## config.mk

```make
export PLATFORM = sky130hd
export DESIGN_NAME = cia_timer_tod_interrupt_unit
export DESIGN_NICKNAME = d
export VERILOG_FILES = /design/src/rtl/cia_pkg.sv /design/src/rtl/cia_core.sv /design/src/rtl/cia_timer_tod_interrupt_unit.sv
export SDC_FILE = /design/constraint.sdc
export NUM_CORES = 1
export LEC_CHECK = 0
export BUFFER_PORTS_ARGS = -buffer_cell sky130_fd_sc_hd__buf_4
export CORE_ASPECT_RATIO = 1.25
export CORE_MARGIN = 2
export CORE_UTILIZATION = 55
export CTS_CLUSTER_DIAMETER = 60
export CTS_CLUSTER_SIZE = 25
export DETAILED_ROUTE_END_ITERATION = 8
export GPL_ROUTABILITY_DRIVEN = 0
export HOLD_SLACK_MARGIN = 0.02
export PLACE_DENSITY = 0.69
export SETUP_SLACK_MARGIN = 0.02
export SKIP_LAST_GASP = 1
export SLEW_MARGIN = 10
export SYNTH_ARGS = -nofsm -noshare
export SYNTH_HDL_FRONTEND = slang
export SYNTH_HIERARCHICAL = 1
export SYNTH_SLANG_ARGS = --single-unit
export TNS_END_PERCENT = 30
```

## constraint.sdc

```tcl
create_clock -name clk_i -period 6.85 [get_ports clk_i]
set_clock_uncertainty 0.1 [all_clocks]
set_input_delay 1.37 -clock clk_i [delete_from_list [all_inputs] [get_ports clk_i]]
set_output_delay 1.37 -clock clk_i [all_outputs]
set_load 0.02 [all_outputs]
```

## src/rtl/cia_pkg.sv

```systemverilog
// ----------------------------------------------------------------------------
// cia_pkg
// Shared types, register addresses and command codes of the timer/TOD unit.
// ----------------------------------------------------------------------------
package cia_pkg;

  typedef enum logic [2:0] {
    CMD_READ   = 3'd0,
    CMD_WRITE  = 3'd1,
    CMD_TIMER  = 3'd2,
    CMD_TOD    = 3'd3,
    CMD_FLAG   = 3'd4,
    CMD_SERIAL = 3'd5,
    CMD_RSV6   = 3'd6,
    CMD_RSV7   = 3'd7
  } cmd_e;

  localparam logic [3:0] ADDR_PA   = 4'd0;
  localparam logic [3:0] ADDR_PB   = 4'd1;
  localparam logic [3:0] ADDR_DA   = 4'd2;
  localparam logic [3:0] ADDR_DB   = 4'd3;
  localparam logic [3:0] ADDR_TAL  = 4'd4;
  localparam logic [3:0] ADDR_TAH  = 4'd5;
  localparam logic [3:0] ADDR_TBL  = 4'd6;
  localparam logic [3:0] ADDR_TBH  = 4'd7;
  localparam logic [3:0] ADDR_TD0  = 4'd8;
  localparam logic [3:0] ADDR_TD1  = 4'd9;
  localparam logic [3:0] ADDR_TD2  = 4'd10;
  localparam logic [3:0] ADDR_SDAT = 4'd12;
  localparam logic [3:0] ADDR_ISR  = 4'd13;
  localparam logic [3:0] ADDR_CA   = 4'd14;
  localparam logic [3:0] ADDR_CB   = 4'd15;

  localparam logic [7:0] CTRL_RESET = 8'h04;

  typedef struct packed {
    logic [2:0] cmd;
    logic [3:0] reg_addr;
    logic [7:0] wdata;
  } in_item_t;

  typedef struct packed {
    logic [7:0] rdata;
    logic       irq;
  } out_item_t;

endpackage

```

## src/rtl/cia_core.sv

```systemverilog
// ----------------------------------------------------------------------------
// cia_core
// Register file and single-pass update of timers, TOD and interrupt status.
// ----------------------------------------------------------------------------
module cia_core (
  input  logic              clk_i,
  input  logic              rst_ni,
  input  logic              step_i,
  input  cia_pkg::in_item_t item_i,
  output cia_pkg::out_item_t res_o
);
  import cia_pkg::*;

  logic [7:0]  port_a_q, port_b_q, dir_a_q, dir_b_q, sdat_q, isr_q, ctrl_a_q, ctrl_b_q;
  logic [7:0]  port_a_d, port_b_d, dir_a_d, dir_b_d, sdat_d, isr_d, ctrl_a_d, ctrl_b_d;
  logic [15:0] cnt_a_q, cnt_b_q, rel_a_q, rel_b_q, cnt_a_d, cnt_b_d, rel_a_d, rel_b_d;
  logic [23:0] tod_q, snap_q, alarm_q, tod_d, snap_d, alarm_d;
  logic        held_q, run_q, held_d, run_d;
  logic [6:0]  ien_q, ien_d;

  // Compute the next state and read data for one item
  always_comb begin
    logic        und_a, und_b;
    logic [23:0] tsel, tinc;
    logic [6:0]  setb;
    logic [7:0]  rd;
    port_a_d = port_a_q; port_b_d = port_b_q; dir_a_d = dir_a_q; dir_b_d = dir_b_q;
    sdat_d = sdat_q; isr_d = isr_q; ctrl_a_d = ctrl_a_q; ctrl_b_d = ctrl_b_q;
    cnt_a_d = cnt_a_q; cnt_b_d = cnt_b_q; rel_a_d = rel_a_q; rel_b_d = rel_b_q;
    tod_d = tod_q; snap_d = snap_q; alarm_d = alarm_q; held_d = held_q; run_d = run_q;
    ien_d = ien_q;
    und_a = 1'b0; und_b = 1'b0; setb = '0; rd = '0;
    tsel = held_q ? snap_q : tod_q;
    tinc = tod_q + 24'd1;
    case (cmd_e'(item_i.cmd))
      CMD_READ: begin
        case (item_i.reg_addr)
          ADDR_PA:   rd = port_a_q;
          ADDR_PB:   rd = port_b_q;
          ADDR_DA:   rd = dir_a_q;
          ADDR_DB:   rd = dir_b_q;
          ADDR_TAL:  rd = cnt_a_q[7:0];
          ADDR_TAH:  rd = cnt_a_q[15:8];
          ADDR_TBL:  rd = cnt_b_q[7:0];
          ADDR_TBH:  rd = cnt_b_q[15:8];
          ADDR_TD0:  begin rd = tsel[7:0]; held_d = 1'b0; end
          ADDR_TD1:  rd = tsel[15:8];
          ADDR_TD2:  begin rd = tod_q[23:16]; snap_d = tod_q; held_d = 1'b1; end
          ADDR_SDAT: rd = sdat_q;
          ADDR_ISR:  begin rd = isr_q; isr_d = '0; end
          ADDR_CA:   rd = ctrl_a_q;
          ADDR_CB:   rd = ctrl_b_q;
          default:   rd = '0;
        endcase
      end
      CMD_WRITE: begin
        case (item_i.reg_addr)
          ADDR_PA:   port_a_d = item_i.wdata;
          ADDR_PB:   port_b_d = item_i.wdata;
          ADDR_DA:   dir_a_d = item_i.wdata;
          ADDR_DB:   dir_b_d = item_i.wdata;
          ADDR_TAL:  rel_a_d[7:0] = item_i.wdata;
          ADDR_TAH:  begin
            rel_a_d[15:8] = item_i.wdata;
            if (!ctrl_a_q[0] || ctrl_a_q[3]) cnt_a_d = rel_a_d;
            if (ctrl_a_q[3]) ctrl_a_d[0] = 1'b1;
          end
          ADDR_TBL:  rel_b_d[7:0] = item_i.wdata;
          ADDR_TBH:  begin
            rel_b_d[15:8] = item_i.wdata;
            if (!ctrl_b_q[0] || ctrl_b_q[3]) cnt_b_d = rel_b_d;
            if (ctrl_b_q[3]) ctrl_b_d[0] = 1'b1;
          end
          ADDR_TD0: begin
            if (ctrl_b_q[7]) alarm_d[7:0] = item_i.wdata;
            else begin tod_d[7:0] = item_i.wdata; run_d = 1'b1; end
          end
          ADDR_TD1: begin
            if (ctrl_b_q[7]) alarm_d[15:8] = item_i.wdata;
            else begin tod_d[15:8] = item_i.wdata; run_d = 1'b0; end
          end
          ADDR_TD2: begin
            if (ctrl_b_q[7]) alarm_d[23:16] = item_i.wdata;
            else begin tod_d[23:16] = item_i.wdata; run_d = 1'b0; end
          end
          ADDR_SDAT: sdat_d = item_i.wdata;
          ADDR_ISR: begin
            if (item_i.wdata[7]) ien_d = ien_q | item_i.wdata[6:0];
            else ien_d = ien_q & ~item_i.wdata[6:0];
          end
          ADDR_CA: begin
            ctrl_a_d = item_i.wdata & 8'hEF;
            if (item_i.wdata[4]) cnt_a_d = rel_a_q;
          end
          ADDR_CB: begin
            ctrl_b_d = item_i.wdata & 8'hEF;
            if (item_i.wdata[4]) cnt_b_d = rel_b_q;
          end
          default: ;
        endcase
      end
      CMD_TIMER: begin
        // Count timer A, and timer B on clock or on A underflow
        if ((ctrl_a_q & 8'h21) == 8'h01) begin
          cnt_a_d = cnt_a_q - 16'd1;
          if (cnt_a_q == '0) begin
            und_a = 1'b1;
            if ((ctrl_b_q & 8'h61) == 8'h41) begin
              cnt_b_d = cnt_b_q - 16'd1;
              if (cnt_b_q == '0) und_b = 1'b1;
            end
          end
        end
        if ((ctrl_b_q & 8'h61) == 8'h01) begin
          cnt_b_d = cnt_b_q - 16'd1;
          if (cnt_b_q == '0) und_b = 1'b1;
        end
        if (und_a) begin
          setb[0] = 1'b1; cnt_a_d = rel_a_q;
          if (ctrl_a_q[3]) ctrl_a_d[0] = 1'b0;
        end
        if (und_b) begin
          setb[1] = 1'b1; cnt_b_d = rel_b_q;
          if (ctrl_b_q[3]) ctrl_b_d[0] = 1'b0;
        end
      end
      CMD_TOD: begin
        if (run_q) tod_d = tinc;
        if (tod_d == alarm_q) setb[2] = 1'b1;
      end
      CMD_FLAG:   setb[4] = 1'b1;
      CMD_SERIAL: begin sdat_d = item_i.wdata; setb[3] = 1'b1; end
      default: ;
    endcase
    // Merge newly set interrupt sources and recompute the summary bit
    isr_d[6:0] = isr_d[6:0] | setb;
    isr_d[7]   = |(ien_d & isr_d[6:0]);
    res_o.rdata = rd;
    res_o.irq   = isr_d[7];
  end

  // Hold state, advance on each accepted beat
  always_ff @(posedge clk_i or negedge rst_ni) begin
    if (!rst_ni) begin
      port_a_q <= '0; port_b_q <= '0; dir_a_q <= '0; dir_b_q <= '0;
      sdat_q <= '0; isr_q <= '0; ctrl_a_q <= CTRL_RESET; ctrl_b_q <= CTRL_RESET;
      cnt_a_q <= '1; cnt_b_q <= '1; rel_a_q <= '1; rel_b_q <= '1;
      tod_q <= '0; snap_q <= '0; alarm_q <= '0; held_q <= 1'b0; run_q <= 1'b0;
      ien_q <= '0;
    end else if (step_i) begin
      port_a_q <= port_a_d; port_b_q <= port_b_d; dir_a_q <= dir_a_d; dir_b_q <= dir_b_d;
      sdat_q <= sdat_d; isr_q <= isr_d; ctrl_a_q <= ctrl_a_d; ctrl_b_q <= ctrl_b_d;
      cnt_a_q <= cnt_a_d; cnt_b_q <= cnt_b_d; rel_a_q <= rel_a_d; rel_b_q <= rel_b_d;
      tod_q <= tod_d; snap_q <= snap_d; alarm_q <= alarm_d; held_q <= held_d;
      run_q <= run_d; ien_q <= ien_d;
    end
  end

endmodule

```

## src/rtl/cia_timer_tod_interrupt_unit.sv

```systemverilog
// ----------------------------------------------------------------------------
// cia_timer_tod_interrupt_unit
// Timer, time-of-day and interrupt block with valid/ready channels.
// ----------------------------------------------------------------------------
// Each item is registered on acceptance, processed by the core once the
// result register is empty or being drained, and its result is placed in
// an output register; one item per clock is sustained while the output is
// not stalled, set by the single update pass of the register file.
module cia_timer_tod_interrupt_unit (
  input  logic               clk_i,
  input  logic               rst_ni,
  input  logic               in_valid_i,
  output logic               in_ready_o,
  input  cia_pkg::in_item_t  in_data_i,
  output logic               out_valid_o,
  input  logic               out_ready_i,
  output cia_pkg::out_item_t out_data_o
);
  import cia_pkg::*;

  in_item_t  item_q;
  logic      item_vld_q;
  out_item_t res;
  logic      adv;

  // Advance when the result slot is empty or being drained
  assign adv        = !out_valid_o || out_ready_i;
  assign in_ready_o = !item_vld_q || adv;

  always_ff @(posedge clk_i or negedge rst_ni) begin
    if (!rst_ni) begin
      item_vld_q <= 1'b0;
    end else if (in_ready_o) begin
      item_vld_q <= in_valid_i;
    end
  end

  always_ff @(posedge clk_i) begin
    if (in_ready_o && in_valid_i) item_q <= in_data_i;
  end

  cia_core u_core (
    .clk_i  (clk_i),
    .rst_ni (rst_ni),
    .step_i (item_vld_q && adv),
    .item_i (item_q),
    .res_o  (res)
  );

  // Hold the result until taken
  always_ff @(posedge clk_i or negedge rst_ni) begin
    if (!rst_ni) begin
      out_valid_o <= 1'b0;
    end else if (adv) begin
      out_valid_o <= item_vld_q;
    end
  end

  always_ff @(posedge clk_i) begin
    if (adv && item_vld_q) out_data_o <= res;
  end

`ifndef SYNTHESIS
  a_stall_hold: assert property (@(posedge clk_i) disable iff (!rst_ni)
    out_valid_o && !out_ready_i |=> out_valid_o && $stable(out_data_o))
    else $error("result dropped while stalled");
  a_no_read_data: assert property (@(posedge clk_i) disable iff (!rst_ni)
    item_vld_q && adv && item_q.cmd != CMD_READ |=> out_data_o.rdata == '0)
    else $error("read data on non-read item");
  a_flow: assert property (@(posedge clk_i) disable iff (!rst_ni)
    item_vld_q && adv |=> out_valid_o)
    else $error("processed item produced no result");
`endif

endmodule
```

==> impl_metrics.py <==
metrics = {
    "floorplanning": {
        "fp-row-count": 61,
        "pin_count": 30,
        "chipWidth_um": 139,
        "fp.dieArea_sq_mm": 0.0239,
        "die_h_um": 172,
        "placeableCoreArea_sq_mm": 0.0223,
        "start_util_pct": 56.0,
    },
    "pwr": {
        "cellPowerDensity_mw_per_mm2": 289,
        "p_leak_uw": 0.00534,
        "peakVddDrop_mv": 0.245,
    },
    "route": {
        "ant_nets": 0,
        "dr.pass1.iters": 7,
        "wirelength_um": 39500,
        "num_vias": 10800,
        "drc": 0,
        "drt-wirelength-per-cell_um": 24.9,
        "vias_per_cell": 6.83,
        "drt_iter0_markers": 1321,
    },
    "timing": {
        "timing.setup.tns_ns": 0,
        "slew_violations": 0,
        "setup_violations": 0,
        "whs_ns": 0.375,
        "setup_ws_ns": 2.94,
        "rsz0062_at_grt": "false",
        "worst_pin_slew_ns": 1.24,
        "period_needed_ns": 3.91,
        "fin_crit_sh_pct": 57.0,
        "fmax_mhz": 256,
        "hold_violations": 0,
        "slew-limit-headroom_pct": 16.7,
    },
    "critical_path": {
        "crit_top_cell": "buf_4",
        "crit_chain": "buf_4 -> nand2b_1 -> and2_1 -> buf_4 -> inv_1 -> nor2_1 -> nand4_1 -> mux2_2",
        "cp_max_fo": 20,
        "cp-end-kind": "flop",
        "path_buf_inv": 3,
        "r2r_setup_slack_ns": 3.09,
        "path_delay_family": "simple AND/OR/NAND/NOR gates",
        "slowest_stage": "nor2_1",
        "crit_required_ns": 7.15,
        "cp-start-kind": "input port",
        "arrival_ns": 4.21,
        "worstSetupPathType": "input port to flop",
        "worst_path_largest_cell_delay_ns": 0.91,
    },
    "synth": {
        "synth_area_sq_mm": 0.0125,
        "synth-adder-area-share_pct": 0.502,
        "synthCells": 1309,
        "async_flop_share_pct": 89.3,
        "synth_compound_area_share_pct": 19.3,
        "syn_avg_cell_area_sq_um": 9.53,
        "synth-edff-count": 24,
        "ys.flop_type": "dfrtp_1",
        "muxShareOfSynthArea_pct": 9.95,
        "synth_nets": 1333,
        "ys_seq_elements": 225,
        "synth_xor_area_share_pct": 1.83,
        "seq_area_frac_synth_pct": 46.8,
        "yosysWarningCount": 6,
        "synth_top_family_by_area": "compound AO/OA/AOI/OAI gates",
        "ys_types": 82,
        "synth_simple_gate_area_share_pct": 17.6,
    },
    "global_routing": {
        "grt_max_degree": 87,
        "antenna_found_initial": 1,
        "grt_pass1_wl_um": 61500,
        "grt_overflow_total": 0,
        "track_usage_pct": 33.2,
        "first_global_vias": 10400,
    },
    "finish": {
        "drive_above_1_share_pct": 20.5,
        "postLayoutCellArea_sq_mm": 0.0135,
        "instances_no_fill": 1582,
        "area_growth_pct": 8.63,
        "final_net_count": 1309,
        "filler_cell_count": 1925,
    },
    "place": {
        "dp_slack_ns": 2.52,
        "dp.cells": 1548,
        "placed_area_sq_mm": 0.0129,
        "portBuffers": 29,
        "dp_hpwl_um": 26600,
    },
    "clock_tree": {
        "path_clk_slew_ns": 0.10,
        "cts_hold_buffers": 0,
        "post_cts_resized": 0,
        "clockRootBuffer": "clkbuf_16",
        "cts_tree": "yes",
        "post_cts.repair.setup_buffers": 0,
        "ctsLongestPathBuffers": 3,
        "numCtsBuffers": 18,
        "clock_latency_ns": 0.53,
        "htree_levels": 1,
        "cts.sinks": 225,
    },
    "run": {
        "cap_violations": 0,
    },
    "outcome": {
        "outcome": "finished clean",
    },
    "worst_hold_path": {
        "hold_class": "flop to flop",
    },
}
## Yosys cell counts, types with 10 or more instances
cell type	instances	area, sq um
a21oi_1	79	395
a221oi_1	14	123
a222oi_1	10	100
a22oi_1	14	105
a31oi_1	19	119
clkbuf_1	85	319
dfrtp_1	135	3380
dfstp_2	66	1730
edfxtp_1	24	721
inv_1	28	105
mux2_2	86	968
mux2i_1	25	250
nand2_1	142	533
nand2b_1	15	93.8
nand3_1	36	180
nand4_1	27	169
nor2_1	85	319
nor3_1	34	170
nor4_1	19	119
o21ai_0	130	651
o22a_1	23	201
o22ai_1	10	62.6
o31ai_1	10	75.1
or3_1	11	68.8
xnor2_1	13	114
xor2_1	13	114
## worst reg2reg max path: stages, from the launching register on
cell	delay (ns)
edfxtp_1	0.60
and3b_2	0.31
buf_4	0.49
o221ai_1	0.27
a2111oi_0	0.77
nand4_1	0.27
or3_1	0.47
o31ai_1	0.30
## per-stage QoR
stage | util, % | power [uW]
3_5_place_dp | 57.7 | 2730
3_3_place_gp | 57.7 | 2710
5_1_grt | 60.8 | 4080
4_1_cts | 60.8 | 3900
6_report | 60.8 | 3910
2_1_floorplan | - | 2390
## power breakdown
part           switching, uW  internal, uW  total, uW
Sequential               336          1590       1920
Clock                    609           563       1170
Combinational            490           328        818
## path summary, 6_finish.rpt
| check | from | end | cells after the start |
|---|---|---|---|
| setup / recovery | out_ready_i | u_core/alarm_q[10]$_DFFE_PN0P_ | 8 |
| hold / removal | u_core/rel_a_q[0]$_DFFE_PN1P_ | u_core/cnt_a_q[0]$_DFFE_PN1P_ | 2 |
| setup reg to reg | item_q[14]$_DFFE_PP_ | out_data_o[0]$_DFFE_PP_ | 7 |
| hold reg to reg | u_core/rel_a_q[0]$_DFFE_PN1P_ | u_core/cnt_a_q[0]$_DFFE_PN1P_ | 2 |
| max in group asynchronous | rst_ni | u_core/ctrl_a_q[7]$_DFFE_PN0P_ | 2 |
| min in group asynchronous | rst_ni | u_core/tod_q[20]$_DFFE_PN0P_ | 1 |
## sequential cells by signal, summed over array words and instances, names as in the netlist, 7 cells and up
signal and cells:
u_core/isr_q 8, u_core/rel_b_q 16, u_core/port_a_q 8, u_core/alarm_q 24, u_core/tod_q 24, u_core/cnt_a_q 16, u_core/dir_a_q 8, u_core/port_b_q 8
u_core/cnt_b_q 16, u_core/sdat_q 8, u_core/ien_q 7, u_core/ctrl_a_q 7, u_core/rel_a_q 16, u_core/ctrl_b_q 7, item_q 15, u_core/snap_q 16
out_data_o 9, u_core/dir_b_q 8
## metal layers
layer	share of wire (%)	wire length, um	GRT usage [%]	vias up
met5	0	0	0	-
met4	6.3	2500	18.4	0
met3	8.7	3440	6.59	164
met2	46	18200	54.5	595
met1	39	15300	41.6	5219
li1	-	-	-	4828
## logic make-up (layout without fill, tap and decap cells)
| family | after synthesis | in the layout |
|---|---|---|
| simple gates | 437 | 437 |
| flops | 225 | 225 |
| other cells | 0 | 2 |
| xor+xnor | 26 | 26 |
| fa+ha+maj | 5 | 5 |
| mux | 112 | 112 |
| buf+inv | 129 | 117 |
| compound gates | 375 | 375 |
## cells in the final DEF (no fill, tap or decap), types with 5 or more instances in the layout
cell       count
nand2b_1      15
a2111oi_0      5
a222oi_1      10
and3_1         9
buf_4         56
inv_1         28
a31oi_1       19
o22a_1        23
and4_1         6
dfstp_2       66
xnor2_1       13
nand4b_1       5
o21ai_0      130
nor3_1        34
ha_1           5
or3_1         11
o211ai_1       5
nor2b_1        9
nor4_1        19
a221oi_1      14
dfrtp_1      135
mux2i_1       25
nand2_1      142
nor2_1        85
a22oi_1       14
or2_2          5
edfxtp_1      24
o22ai_1       10
o31ai_1       10
mux2_2        86
a21oi_1       79
clkbuf_16     19
or4_1          5
nand3_1       36
a41oi_1        6
xor2_1        13
nand4_1       27
## layout make-up
class	instances	area (sq um)	share of cell area, %
Multi-Input combinational cell	955	6140	45.4
Sequential cell	225	5830	43.1
Clock buffer	20	479	3.54
Timing Repair Buffer	57	434	3.20
Tap cell	283	354	2.61
Clock inverter	12	194	1.43
Inverter	28	105	0.776
Antenna cell	2	5.00	0.0369
(Power assumes the default switching activity.)
